$ cat src/hw/rtl/ccmc_pkg.sv
// shared types and codes for the contactor sequencer with mirror check
`default_nettype none

package ccmc_pkg;

    // event codes carried in the command field
    localparam logic [2:0] CMD_NONE  = 3'd0;
    localparam logic [2:0] CMD_START = 3'd1;
    localparam logic [2:0] CMD_STOP  = 3'd2;
    localparam logic [2:0] CMD_OPEN  = 3'd3;
    localparam logic [2:0] CMD_CLOSE = 3'd4;
    localparam logic [2:0] CMD_TICK  = 3'd5;
    localparam logic [2:0] CMD_BTICK = 3'd6;

    // sequencer modes
    localparam logic [2:0] MODE_IDLE      = 3'd0;
    localparam logic [2:0] MODE_OPEN      = 3'd1;
    localparam logic [2:0] MODE_DRV_CLOSE = 3'd2;
    localparam logic [2:0] MODE_CLOSED    = 3'd3;
    localparam logic [2:0] MODE_DRV_OPEN  = 3'd4;

    // saved / re-queued request codes
    localparam logic [1:0] REQ_NONE  = 2'd0;
    localparam logic [1:0] REQ_OPEN  = 2'd1;
    localparam logic [1:0] REQ_CLOSE = 2'd2;

    // outlet report codes
    localparam logic [1:0] RPT_NONE      = 2'd0;
    localparam logic [1:0] RPT_UNPOWERED = 2'd1;
    localparam logic [1:0] RPT_POWERED   = 2'd2;

    // configuration register indexes
    localparam logic [1:0] CFG_CONTACTOR_FITTED = 2'd0;
    localparam logic [1:0] CFG_BREAKER_FITTED   = 2'd1;
    localparam logic [1:0] CFG_MIRROR_CHECK_ON  = 2'd2;

    // probe ticks before the mirror sample
    localparam logic [1:0] PROBE_TICKS = 2'd2;

    localparam int IN_DATA_W  = 8;
    localparam int OUT_DATA_W = 16;

    typedef struct packed {
        logic contactor_fitted;
        logic breaker_fitted;
        logic mirror_check_on;
    } cfg_t;

    typedef struct packed {
        logic [2:0] command;
        logic       mirror_raw_closed;
        logic       mirror_filtered_set;
        logic       evse_suspend_or_later;
        logic       evse_at_suspend;
    } item_t;

    typedef struct packed {
        logic [2:0] mode;
        logic       check_enabled;
        logic       fault_flag;
        logic [1:0] probe_count;
        logic [1:0] saved_request;
        logic       coil_level;
        logic       trip_level;
        logic       probe_level;
    } seq_state_t;

    typedef struct packed {
        logic [2:0] state_code;
        logic       contactor_coil;
        logic       breaker_coil;
        logic       probe_power;
        logic [1:0] outlet_report;
        logic       restart_state_timer;
        logic       start_breaker_timer;
        logic       fault_event;
        logic       rearm_off_event;
        logic [1:0] self_request;
        logic       mirror_fault;
    } result_t;

endpackage

`default_nettype wire

$ cat src/hw/rtl/contactor_control_with_mirror_check.sv
// top level: contactor sequencer with mirror-contact supervision
// a request is held in the input register, then its result is registered in the result register
// throughput: one request per cycle unless m_tready stalls the result register; the core state update is combinational
// the input register is freed as soon as the result register can take its result
// reset (rst_n low, asynchronous): sequencer idle, all levels low, register defaults
// contactor_fitted=1, breaker_fitted=0, mirror_check_on=0, both stages empty
`default_nettype none

module contactor_control_with_mirror_check
(
    input  wire logic       clk,
    input  wire logic       rst_n,

    // configuration write port
    input  wire logic       cfg_we,
    input  wire logic [1:0] cfg_index,
    input  wire logic [0:0] cfg_data,

    // requests in
    input  wire logic       s_tvalid,
    output logic            s_tready,
    // lowest bit up: command[2:0], mirror_raw_closed, mirror_filtered_set,
    // evse_suspend_or_later, evse_at_suspend, zero pad
    input  wire logic [7:0] s_tdata,

    // results out
    output logic            m_tvalid,
    input  wire logic       m_tready,
    // lowest bit up: state_code[2:0], contactor_coil, breaker_coil, probe_power,
    // outlet_report[1:0], restart_state_timer, start_breaker_timer, fault_event,
    // rearm_off_event, self_request[1:0], mirror_fault, zero pad
    output logic [15:0]     m_tdata
);
    import ccmc_pkg::*;

    // configuration registers
    cfg_t       cfg_reg;

    // input stage
    logic       in_valid_reg;
    item_t      in_item_reg;

    // sequencer state
    seq_state_t state_reg;
    seq_state_t state_next;

    // result stage
    logic       out_valid_reg;
    result_t    out_result_reg;
    result_t    result;

    logic       in_fire;
    logic       advance;
    logic       step;

    // result register can take a new result when empty or being drained
    assign advance  = !out_valid_reg || m_tready;
    // the input stage steps the sequencer when it holds a request and can move on
    assign step     = in_valid_reg && advance;
    assign s_tready = !in_valid_reg || advance;
    assign in_fire  = s_tvalid && s_tready;

    always_ff @(posedge clk or negedge rst_n)
    begin
        if (!rst_n)
        begin
            cfg_reg.contactor_fitted <= 1'b1;
            cfg_reg.breaker_fitted   <= 1'b0;
            cfg_reg.mirror_check_on  <= 1'b0;
        end
        else if (cfg_we)
        begin
            case (cfg_index)
                CFG_CONTACTOR_FITTED: cfg_reg.contactor_fitted <= cfg_data[0];
                CFG_BREAKER_FITTED:   cfg_reg.breaker_fitted   <= cfg_data[0];
                CFG_MIRROR_CHECK_ON:  cfg_reg.mirror_check_on  <= cfg_data[0];
                default:
                begin
                end
            endcase
        end
    end

    // input register
    always_ff @(posedge clk or negedge rst_n)
    begin
        if (!rst_n)
        begin
            in_valid_reg <= 1'b0;
        end
        else if (s_tready)
        begin
            in_valid_reg <= s_tvalid;
        end
    end

    always_ff @(posedge clk)
    begin
        if (in_fire)
        begin
            in_item_reg.command               <= s_tdata[2:0];
            in_item_reg.mirror_raw_closed     <= s_tdata[3];
            in_item_reg.mirror_filtered_set   <= s_tdata[4];
            in_item_reg.evse_suspend_or_later <= s_tdata[5];
            in_item_reg.evse_at_suspend       <= s_tdata[6];
        end
    end

    ccmc_core u_core
    (
        .cfg        (cfg_reg),
        .state      (state_reg),
        .item       (in_item_reg),
        .state_next (state_next),
        .result     (result)
    );

    // sequencer state only moves when a request is stepped through
    always_ff @(posedge clk or negedge rst_n)
    begin
        if (!rst_n)
        begin
            state_reg.mode          <= MODE_IDLE;
            state_reg.check_enabled <= 1'b0;
            state_reg.fault_flag    <= 1'b0;
            state_reg.probe_count   <= 2'd0;
            state_reg.saved_request <= REQ_NONE;
            state_reg.coil_level    <= 1'b0;
            state_reg.trip_level    <= 1'b0;
            state_reg.probe_level   <= 1'b0;
        end
        else if (step)
        begin
            state_reg <= state_next;
        end
    end

    // result register
    always_ff @(posedge clk or negedge rst_n)
    begin
        if (!rst_n)
        begin
            out_valid_reg <= 1'b0;
        end
        else if (advance)
        begin
            out_valid_reg <= in_valid_reg;
        end
    end

    always_ff @(posedge clk)
    begin
        if (step)
        begin
            out_result_reg <= result;
        end
    end

    assign m_tvalid = out_valid_reg;
    assign m_tdata  = {1'b0,
                       out_result_reg.mirror_fault,
                       out_result_reg.self_request,
                       out_result_reg.rearm_off_event,
                       out_result_reg.fault_event,
                       out_result_reg.start_breaker_timer,
                       out_result_reg.restart_state_timer,
                       out_result_reg.outlet_report,
                       out_result_reg.probe_power,
                       out_result_reg.breaker_coil,
                       out_result_reg.contactor_coil,
                       out_result_reg.state_code};

`ifndef SYNTHESIS
    // sequencer state never moves without a request being stepped
    assert property (@(posedge clk) disable iff (!rst_n)
        !step |=> $stable(state_reg))
        else $error("sequencer state changed without a request");

    // the probe counter stops at the sampling tick
    assert property (@(posedge clk) disable iff (!rst_n)
        state_reg.probe_count != 2'd3)
        else $error("probe counter ran past the sampling tick");

    // a fault event always reports the fault flag set
    assert property (@(posedge clk) disable iff (!rst_n)
        (step && result.fault_event) |-> result.mirror_fault)
        else $error("fault event without fault flag");

    // rearm off only goes with a breaker trip on the same request
    assert property (@(posedge clk) disable iff (!rst_n)
        (step && result.rearm_off_event) |-> (result.breaker_coil
            && result.start_breaker_timer && cfg_reg.breaker_fitted))
        else $error("rearm off without breaker trip");
`endif

endmodule

`default_nettype wire

$ cat src/hw/rtl/ccmc_core.sv
// next-state and result logic of the contactor sequencer for one event
`default_nettype none

module ccmc_core
(
    input  ccmc_pkg::cfg_t       cfg,
    input  ccmc_pkg::seq_state_t state,
    input  ccmc_pkg::item_t      item,
    output ccmc_pkg::seq_state_t state_next,
    output ccmc_pkg::result_t    result
);
    import ccmc_pkg::*;

    seq_state_t s;
    logic [1:0] report;
    logic       restart;
    logic       btimer;
    logic       fault_ev;
    logic       rearm;
    logic [1:0] self_req;
    logic       do_tick;
    logic       bad;

    always_comb
    begin
        s        = state;
        report   = RPT_NONE;
        restart  = 1'b0;
        btimer   = 1'b0;
        fault_ev = 1'b0;
        rearm    = 1'b0;
        self_req = REQ_NONE;
        do_tick  = 1'b0;
        bad      = 1'b0;

        if (item.command == CMD_BTICK)
        begin
            s.trip_level = 1'b0;
        end
        if (item.command == CMD_STOP)
        begin
            s.mode = MODE_IDLE;
        end

        case (s.mode)
            MODE_IDLE:
            begin
                if (item.command == CMD_START)
                begin
                    if (!cfg.contactor_fitted || !item.mirror_raw_closed)
                    begin
                        s.check_enabled = 1'b1;
                        s.mode          = MODE_OPEN;
                        report          = RPT_UNPOWERED;
                    end
                    else
                    begin
                        s.mode   = MODE_CLOSED;
                        report   = RPT_POWERED;
                        self_req = REQ_OPEN;
                    end
                    restart = 1'b1;
                end
            end
            MODE_OPEN:
            begin
                if (item.command == CMD_OPEN && item.evse_suspend_or_later)
                begin
                    // soft reinit
                    s.fault_flag    = 1'b0;
                    s.probe_count   = 2'd0;
                    s.check_enabled = 1'b0;
                    s.saved_request = REQ_NONE;
                    s.mode          = MODE_IDLE;
                end
                else if (item.command == CMD_CLOSE)
                begin
                    report = RPT_POWERED;
                    if (!cfg.contactor_fitted)
                    begin
                        s.mode = MODE_CLOSED;
                    end
                    else
                    begin
                        s.coil_level = 1'b1;
                        s.mode       = MODE_DRV_CLOSE;
                    end
                end
                else if (s.check_enabled && item.command == CMD_TICK)
                begin
                    do_tick = 1'b1;
                    bad     = cfg.mirror_check_on && !item.mirror_filtered_set
                              && !item.evse_at_suspend;
                end
                restart = 1'b1;
            end
            MODE_DRV_CLOSE:
            begin
                if (item.command == CMD_OPEN)
                begin
                    s.saved_request = REQ_OPEN;
                end
                else if (item.command == CMD_TICK)
                begin
                    s.mode = MODE_CLOSED;
                    if (s.saved_request == REQ_OPEN)
                    begin
                        self_req = REQ_OPEN;
                    end
                    s.probe_count = 2'd0;
                    restart       = 1'b1;
                end
            end
            MODE_CLOSED:
            begin
                if (item.command == CMD_OPEN || s.saved_request == REQ_OPEN)
                begin
                    report          = RPT_UNPOWERED;
                    s.saved_request = REQ_NONE;
                    if (!cfg.contactor_fitted)
                    begin
                        s.check_enabled = 1'b1;
                        s.mode          = MODE_OPEN;
                    end
                    else
                    begin
                        s.coil_level = 1'b0;
                        s.mode       = MODE_DRV_OPEN;
                        if (item.command == CMD_OPEN && item.evse_suspend_or_later)
                        begin
                            s.fault_flag    = 1'b0;
                            s.probe_count   = 2'd0;
                            s.check_enabled = 1'b0;
                            s.saved_request = REQ_NONE;
                            s.mode          = MODE_IDLE;
                        end
                    end
                end
                else if (s.check_enabled && item.command == CMD_TICK)
                begin
                    do_tick = 1'b1;
                    bad     = cfg.mirror_check_on && item.mirror_filtered_set;
                end
                restart = 1'b1;
            end
            MODE_DRV_OPEN:
            begin
                if (item.command == CMD_CLOSE)
                begin
                    s.saved_request = REQ_CLOSE;
                end
                else if (item.command == CMD_TICK)
                begin
                    s.check_enabled = 1'b1;
                    s.mode          = MODE_OPEN;
                    if (s.saved_request == REQ_CLOSE)
                    begin
                        self_req = REQ_CLOSE;
                    end
                    s.probe_count   = 2'd0;
                    s.saved_request = REQ_NONE;
                    restart         = 1'b1;
                end
            end
            default:
            begin
            end
        endcase

        // mirror check tick: probe first, then sample
        if (do_tick)
        begin
            if (s.probe_count < PROBE_TICKS)
            begin
                s.probe_level = 1'b1;
                s.probe_count = s.probe_count + 2'd1;
            end
            else
            begin
                if (bad)
                begin
                    if (!s.fault_flag)
                    begin
                        if (cfg.breaker_fitted)
                        begin
                            s.trip_level = 1'b1;
                            rearm        = 1'b1;
                        end
                        btimer   = 1'b1;
                        fault_ev = 1'b1;
                    end
                    s.fault_flag = 1'b1;
                end
                else
                begin
                    s.fault_flag = 1'b0;
                end
                s.probe_level = 1'b0;
                s.probe_count = 2'd0;
            end
        end
    end

    assign state_next = s;

    assign result.state_code          = s.mode;
    assign result.contactor_coil      = s.coil_level;
    assign result.breaker_coil        = s.trip_level;
    assign result.probe_power         = s.probe_level;
    assign result.outlet_report       = report;
    assign result.restart_state_timer = restart;
    assign result.start_breaker_timer = btimer;
    assign result.fault_event         = fault_ev;
    assign result.rearm_off_event     = rearm;
    assign result.self_request        = self_req;
    assign result.mirror_fault        = s.fault_flag;

endmodule

`default_nettype wire

$ cat config.mk
export PLATFORM = sky130hd
export DESIGN_NAME = contactor_control_with_mirror_check
export DESIGN_NICKNAME = d
export VERILOG_FILES = /design/src/hw/rtl/ccmc_pkg.sv /design/src/hw/rtl/contactor_control_with_mirror_check.sv /design/src/hw/rtl/ccmc_core.sv
export SDC_FILE = /design/constraint.sdc
export NUM_CORES = 1
export LEC_CHECK = 0
export BUFFER_PORTS_ARGS = -buffer_cell sky130_fd_sc_hd__buf_2
export CORE_MARGIN = 4
export CORE_UTILIZATION = 56
export CTS_BUF_LIST = sky130_fd_sc_hd__clkbuf_2
export DETAILED_ROUTE_END_ITERATION = 8
export PLACE_DENSITY_LB_ADDON = 0.12
export SLEW_MARGIN = 5
export SYNTH_ARGS = -nofsm -noshare
export SYNTH_HDL_FRONTEND = slang
export SYNTH_HIERARCHICAL = 1
export SYNTH_SLANG_ARGS = --single-unit
export TNS_END_PERCENT = 10
$ cat constraint.sdc
create_clock -name clk -period 2.4 [get_ports clk]
set_clock_uncertainty 0.15 [all_clocks]
set_input_delay 0.12 -clock clk [delete_from_list [all_inputs] [get_ports clk]]
set_output_delay 0.12 -clock clk [all_outputs]
set_load 0.1 [all_outputs]
==> run summary, run 1 <==
The distinct cell type count of the synthesized netlist came out at 59. The area growth from synthesis to layout came out at 14.4%. The aggregate negative setup slack came out at 0 ps. The first routing iteration left 144 violations. Counting along the longest clock path gives a buffer depth of 2. The area enclosed by the die boundary came out at 5260 um^2. The critical register-to-register path endpoint is state_reg[5].

In this run, flip-flops and latches consume 42.9% of the power. Summing over every cut layer, the via total after detailed routing is 1771. The clock tree from TritonCTS is yes. The worst voltage drop across the vdd grid came out at 0.346 mV.

For this design the total switching power over the nets is 972 uW. The number of global-route vias before repair came to 1714. The switching part of the total power is 43.5%.

In this run the worst setup path begins at in_item_reg[6]. In this run the worst hold path is classified as in -> async. The portion of total power attributed to combinational logic came out at 44.5%. The final-report max-slew violation count came to 0. The critical path is of the reg -> reg type. The effective utilization at floorplan is 58.2%.

The die extent in x came out at 72.5 um. In this run the power density over the cells is 838 nW/um^2. The first global-routing pass estimated 8.58 mm of wire. The average footprint of a synthesized cell is 11.3 um^2.

The normalized max-slew margin is 59.9%. The net count after synthesis came out at 223. The post-route minimum period came out at 2170 ps. The source-to-sink clock delay at the later pin of the worst-skew pair is 370 ps. Along the worst path, the maximum fanout reaches 12.

The post-synthesis instance area is 2330 um^2. For the worst setup path, the data arrival time is 2300 ps. STA classifies the critical path startpoint as a register. The DRC violation count after routing came out at 0.

The worst reg2reg path startpoint is in_item_reg[6]. The share of async-settable or async-resettable flops after synthesis came out at 43.6%. The number of nets in the layout is 265.

The number of H-tree levels is 2. For this design, the CTS-stage hold fixing added 17 buffers. Setup repair after global routing left no endpoint under its margin. The flip-flop count of the largest register, all copies and words added came out at 15. The filler cell count in the final layout came out at 319. The synthesis warning total came out at 6. For this design the top-level I/O count stands at 34. The number of buffers added by the clock tree synthesis step came out at 5.

The upper clock frequency limit is 461 MHz. The estimated wirelength of the detail-placed design came out at 3.76 mm. After detailed routing, the number of vias per cell comes to 5.90. The final worst-path setup slack came out at 231 ps. The worst register-to-register path has a depth of 5. The internal cell power came out at 1260 uW.

The fraction of the yosys area taken by sequential cells is 46.7%. The clock network burns 12.7% of the power. The static leakage is 0.00112 uW. The worst setup slack for register-to-register paths is 230 ps. The detailed-route wire length came out at 5.08 mm. Synthesis handed over a netlist of 207 instances. The ratio of cells with drive above 1 in the final layout came out at 30.4%. For this run the aggregate overflow at the end of global routing stands at 0. The die is 72.5 um tall. The count of cells resized by post-cts repair is 0.

At the worst endpoint, the required time is 2530 ps. The non-filler instance count after layout came out at 300. Global routing consumed, over all layers together, 21.5% of the routing resources. The core region is 4000 um^2.

The number of enable flip-flop cells after synthesis came out at 22. The critical path capture point type is a register. The number of placed instances, taps included came out at 275. The dominant register cell in the synthesized netlist is sky130_fd_sc_hd__edfxtp_1.

For this run, the detailed router's first-pass iteration total came to 4. The transition time of the tightest slew-check pin is 601 ps. The initial antenna violation count came out at 0.

The number of rows created at floorplan is 23. Synthesis inferred 39 register bits. The library cell used as clock root buffer is sky130_fd_sc_hd__clkbuf_2. The post-route total power is 2230 uW. The antenna diode count is 0. The clock-pin slew reported for the worst setup and hold paths after clock tree synthesis is 170 ps. The remaining antenna violation count came out at 0.

The final hold violation count is 0. The setup-violating endpoint count in the final report is 0. The number of buffers added on ports is 31. Dividing the final minimum period by the clock period gives 90.4%.

The run finished with clean final reports. The clock sink count came out at 39. The number of max-capacitance violations reported is 0. The worst slack after detailed placement is 263 ps. Entering global routing, the biggest net connects 18 pins. The routed length per instance is 16.9 um. The smallest hold slack came out at 25.6 ps. After clock tree synthesis, the setup repair step added 0 buffers. At the end of routability-driven placement, the weighted congestion stood at 0.901.
## how the worst max path moves through the flow
| stage | slack (ps) | cells past startpoint | endpoint |
|---|---|---|---|
| floorplan | 70 | 2 | in_item_reg[0] |
| global route | 3 | 5 | state_reg[8] |
| CTS | 220 | 5 | state_reg[5] |
| global placement | 280 | 5 | state_reg[8] |
| finish | 230 | 5 | state_reg[5] |
| detailed placement | 260 | 5 | state_reg[5] |
## area by class of cell
type / instances / area [um^2] / area share, %
tap: 50 / 62.6 / 2.35
inverter: 6 / 22.5 / 0.845
timing repair buffer: 57 / 393 / 14.7
sequential: 39 / 1090 / 40.9
multi-input combinational: 140 / 1060 / 39.7
clock buffer: 8 / 40.0 / 1.50
## critical path, stage by stage, from the launching register on
cell	delay, ps
sky130_fd_sc_hd__edfxtp_1	590
sky130_fd_sc_hd__nand4b_4	290
sky130_fd_sc_hd__a221o_1	370
sky130_fd_sc_hd__nor3_1	300
sky130_fd_sc_hd__o21ai_1	120
sky130_fd_sc_hd__mux2_4	270
## layout by cell type, fill, tap and decap left out, types with 2 or more instances in the layout
| cell | instances |
|---|---|
| sky130_fd_sc_hd__nor3b_1 | 4 |
| sky130_fd_sc_hd__a21oi_1 | 7 |
| sky130_fd_sc_hd__o21ai_1 | 2 |
| sky130_fd_sc_hd__buf_4 | 9 |
| sky130_fd_sc_hd__dlygate4sd3_1 | 17 |
| sky130_fd_sc_hd__nand3b_1 | 5 |
| sky130_fd_sc_hd__nor3_1 | 7 |
| sky130_fd_sc_hd__o21ai_0 | 12 |
| sky130_fd_sc_hd__a32oi_1 | 2 |
| sky130_fd_sc_hd__o31ai_1 | 2 |
| sky130_fd_sc_hd__or3b_1 | 2 |
| sky130_fd_sc_hd__nand3_1 | 5 |
| sky130_fd_sc_hd__and3b_1 | 3 |
| sky130_fd_sc_hd__dfrtp_1 | 15 |
| sky130_fd_sc_hd__nor2_1 | 6 |
| sky130_fd_sc_hd__nor2b_1 | 5 |
| sky130_fd_sc_hd__nand2_1 | 16 |
| sky130_fd_sc_hd__nand2b_1 | 7 |
| sky130_fd_sc_hd__nor4_1 | 3 |
| sky130_fd_sc_hd__buf_2 | 31 |
| sky130_fd_sc_hd__inv_1 | 6 |
| sky130_fd_sc_hd__edfxtp_1 | 22 |
| sky130_fd_sc_hd__clkbuf_2 | 8 |
| sky130_fd_sc_hd__o211ai_1 | 2 |
| sky130_fd_sc_hd__or3_1 | 2 |
| sky130_fd_sc_hd__mux2_2 | 6 |
| sky130_fd_sc_hd__mux2_4 | 9 |
| sky130_fd_sc_hd__mux2i_1 | 2 |
| sky130_fd_sc_hd__a211oi_1 | 2 |
## metal layers
metal  global-route usage (%)  vias up  part of all wire (%)
met5                        0        -                     0
met1                     28.4      852                    41
met2                     35.9       71                    52
met4                     6.35        0                   1.4
met3                     4.29        9                   6.4
li1                         -      839                     -
## Yosys cell counts, drive strengths merged, types with 2 or more instances
library cell	number	area, um^2
clkbuf	2	7.51
o2111ai	2	23.8
mux2i	2	20.0
or3b	3	28.8
or3	2	12.5
nor2b	5	31.3
o31ai	3	27.5
nor3	7	35.0
mux2	15	203
nand2	17	71.3
nor4	3	18.8
nand3b	5	37.5
nand3	5	25.0
buf	20	158
a211oi	2	15.0
and2	2	12.5
o211ai	2	15.0
a21oi	7	35.0
a32oi	2	17.5
nand2b	8	57.6
edfxtp	22	661
nor2	6	22.5
nor3b	5	48.8
a221oi	2	23.8
and3b	3	26.3
dfrtp	16	400
o21ai	14	70.1
inv	6	22.5
## power groups by stage
stage,Combinational (uW),Sequential [uW],Clock [uW]
2_1_floorplan,621,1170,0
3_3_place_gp,947,965,0
3_5_place_dp,958,972,0
4_1_cts,987,958,296
5_1_grt,1060,978,331
6_report,993,957,283
## logic make-up (layout without fill, tap and decap cells)
family	Yosys count	count (layout)	synth area share [%]
AOI/OAI and AO/OA	44	44	14.0
xor gates and xnor gates	1	1	0.376
buffers and inverters	28	71	8.06
DFF	39	39	46.7
muxes	17	17	9.56
other	1	1	0.161
and+or+nand+nor	77	77	21.2
## through the flow
stage | utilization (%) | instance area [um^2]
6_report | 66.7 | 2670
5_1_grt | 66.7 | 2670
4_1_cts | 66.7 | 2670
3_5_place_dp | 61.4 | 2460
3_3_place_gp | 61.4 | 2460
2_1_floorplan | - | 2340
No activity file was read; power rests on OpenSTA's default activity.
==> inputs of run 2 (changes only) <==
--- a/config.mk
+++ b/config.mk
@@ -11,6 +11,7 @@
 export CTS_BUF_LIST = sky130_fd_sc_hd__clkbuf_2
 export DETAILED_ROUTE_END_ITERATION = 8
 export PLACE_DENSITY_LB_ADDON = 0.12
+export REMOVE_ABC_BUFFERS = 1
 export SLEW_MARGIN = 5
 export SYNTH_ARGS = -nofsm -noshare
 export SYNTH_HDL_FRONTEND = slang
==> run summary, run 2 (synthesized netlist as in run 1, its figures left out) <==
Run status: finished, final reports clean (unchanged). The class of the tightest hold or removal check is in -> reg (was in -> async). The DRC violation count after routing came out at 0 (unchanged). The startpoint class of the critical path was a register (unchanged). The number of buffers added by the clock tree synthesis step came out at 5 (unchanged).

The height of the die is 72.5 um (unchanged). The upper clock frequency limit is 448 MHz (was 461 MHz). The leftover overflow at the end of global routing was 0 (unchanged). The first-pass GRT wire length came out at 8.67 mm (was 8.58 mm). The required time reported for the critical path endpoint came out at 2620 ps (was 2530 ps).

The total via count in the routed design came out at 1765 (was 1771). The pin count of the biggest net entering global routing is 18 (unchanged). The critical path capture point type was a register (unchanged).

The clock-pin slew reported for the worst setup and hold paths after clock tree synthesis came to 190 ps (was 170 ps). The worst hold path terminates at in_item_reg[6]. The ratio of cells with drive above 1 in the final layout came out at 29.2% (was 30.4%). The startpoint of the lowest-slack hold path is s_tdata[2]. The per-cell via count in the routed design is 5.83 (was 5.90). The worst voltage drop across the vdd grid is 0.521 mV (was 0.346 mV).

The sequential cell area is 1090 um^2 (about the same). The power per unit of standard cell area came out at 865 nW/um^2 (was 838 nW/um^2). The detailed-route wire length came out at 5.32 mm (was 5.08 mm). The largest fanout of any net on the critical path is 14 (was 12). RSZ-0062 raised after global routing: no (unchanged). The initial antenna violation count was 0 (unchanged). The final worst-path setup slack is 169 ps (was 231 ps). The clock tree from TritonCTS is yes (unchanged). The worst-case reg-to-reg path depth is 5 (unchanged). The area of combinational cells with multiple inputs came out at 1050 um^2 (was 1060 um^2). The worst hold path stage count is 2. The number of global-route vias before repair came out at 1782 (was 1714). The count of cells resized by post-cts repair is 0 (unchanged). The routability congestion estimate from global placement is 0.890 (was 0.901). The share of the clock period used by the worst path is 93.0% (was 90.4%). The filler cell count in the final layout is 311 (was 319).

The I/O pin count is 34 (unchanged). The number of violations reported at the end of detailed-routing iteration 0 is 141 (was 144). The clock sink count came out at 39 (unchanged). The total setup buffers inserted after CTS came to 0 (unchanged). The number of hold-repair buffers added at the cts stage came out at 19 (was 17). The number of max-capacitance violations reported is 0 (unchanged). The estimated wirelength of the detail-placed design was 3.70 mm (was 3.76 mm).

The flip-flop count of the largest register, all copies and words added was 15 (unchanged). The worst setup slack for register-to-register paths is 170 ps (was 230 ps). The final-report max-slew violation count is 0 (unchanged). The antenna diode count is 0 (unchanged). The area growth from synthesis to layout came out at 16.9% (was 14.4%). The static leakage is 0.00115 uW (was 0.00112 uW). The transition time of the tightest slew-check pin is 615 ps (was 601 ps). The critical register-to-register path endpoint is state_reg[1] (was state_reg[5]).

The number of detailed-route iterations in the first pass is 4 (unchanged). The worst setup path category is reg -> reg (unchanged). The global routing usage summed across all routing layers is 22.0% (was 21.5%). The die extent in x is 72.5 um (unchanged). The critical path data arrival time is 2450 ps (was 2300 ps).

The number of rows created at floorplan came out at 23 (unchanged). The number of H-tree levels came out at 2 (unchanged). The number of nets in the layout came out at 268 (was 265).

The normalized max-slew margin is 58.9% (was 59.9%). The floorplan core area came out at 4000 um^2 (unchanged). The area enclosed by the die boundary is 5260 um^2 (unchanged).

The setup-violating endpoint count in the final report was 0 (unchanged). The smallest hold slack came to 257 ps (was 25.6 ps). The worst reg2reg path startpoint is state_reg[11] (was in_item_reg[6]).

The number of buffers added on ports is 31 (unchanged). The remaining antenna violation count is 0 (unchanged). The effective utilization at floorplan is 58.2% (unchanged). The post-route minimum period came out at 2230 ps (was 2170 ps). The routed length per instance came to 17.6 um (was 16.9 um). The commonest non-fill, non-tap cell in the layout is sky130_fd_sc_hd__buf_2 (unchanged).

The source-to-sink clock delay at the later pin of the worst-skew pair is 410 ps (was 370 ps). The library cell used as clock root buffer is sky130_fd_sc_hd__clkbuf_2 (unchanged). The final hold violation count came out at 0 (unchanged). Most frequent cells in the layout: 31 x sky130_fd_sc_hd__buf_2, 22 x sky130_fd_sc_hd__edfxtp_1, 19 x sky130_fd_sc_hd__dlygate4sd3_1 (was 31 x sky130_fd_sc_hd__buf_2, 22 x sky130_fd_sc_hd__edfxtp_1, 17 x sky130_fd_sc_hd__dlygate4sd3_1). The worst slack after detailed placement came out at 211 ps (was 263 ps). The largest buffer count on any clock path came out at 2 (unchanged).
-- run 2: worst max path at each step --
stage | start | to | slack, ps | depth (start not counted)
after global placement | in_item_reg[4] | state_reg[5] | 270 | 5
after floorplan | m_tvalid | in_item_reg[0] | -590 | 2
after detailed placement | in_item_reg[6] | state_reg[1] | 210 | 6
final | state_reg[11] | state_reg[1] | 170 | 5
after global routing | state_reg[11] | state_reg[1] | 60 | 5
after CTS | in_item_reg[6] | state_reg[1] | 200 | 6
-- run 2: metal layers --
| metal | vias to the layer above | global-route usage, % | wire (um) |
|---|---|---|---|
| met5 | - | 0 | 0 |
| met4 | 0 | 9.22 | 125 |
| met3 | 13 | 4.85 | 340 |
| met2 | 76 | 37.3 | 2660 |
| met1 | 830 | 27.1 | 2200 |
| li1 | 846 | - | - |
-- run 2: worst max-delay path, stage by stage (launching register included) --
cell	delay (ps)
sky130_fd_sc_hd__dfrtp_1	590
sky130_fd_sc_hd__nand2b_1	380
sky130_fd_sc_hd__o31ai_2	380
sky130_fd_sc_hd__nand2_1	140
sky130_fd_sc_hd__o31ai_1	320
sky130_fd_sc_hd__mux2_2	230
-- run 2: area by class of cell --
cell class              instances  share of cell area (%)
flip-flops and latches         39                    39.9
multi-input cells             140                    38.7
inverters                       6                   0.827
repair buffers                 60                    15.9
clock buffers                   5                   0.919
clock inverters                 3                    1.42
well taps                      50                    2.30
-- run 2: metrics by stage --
step	power, uW	util [%]	cells	instance area, um^2	TNS (ps)
floorplan	1690	-	185	2160	-4270
global placement	1920	61.7	276	2470	0
detailed placement	1940	61.7	276	2470	0
CTS	2350	68.1	303	2720	0
global route	2480	68.1	303	2720	0
finish	2350	68.1	303	2720	0
-- run 2: power by group --
group	internal [uW]	total [uW]	switching, uW
Sequential	835	959	123
Clock	171	392	221
Combinational	353	1000	651
Total	1360	2350	995
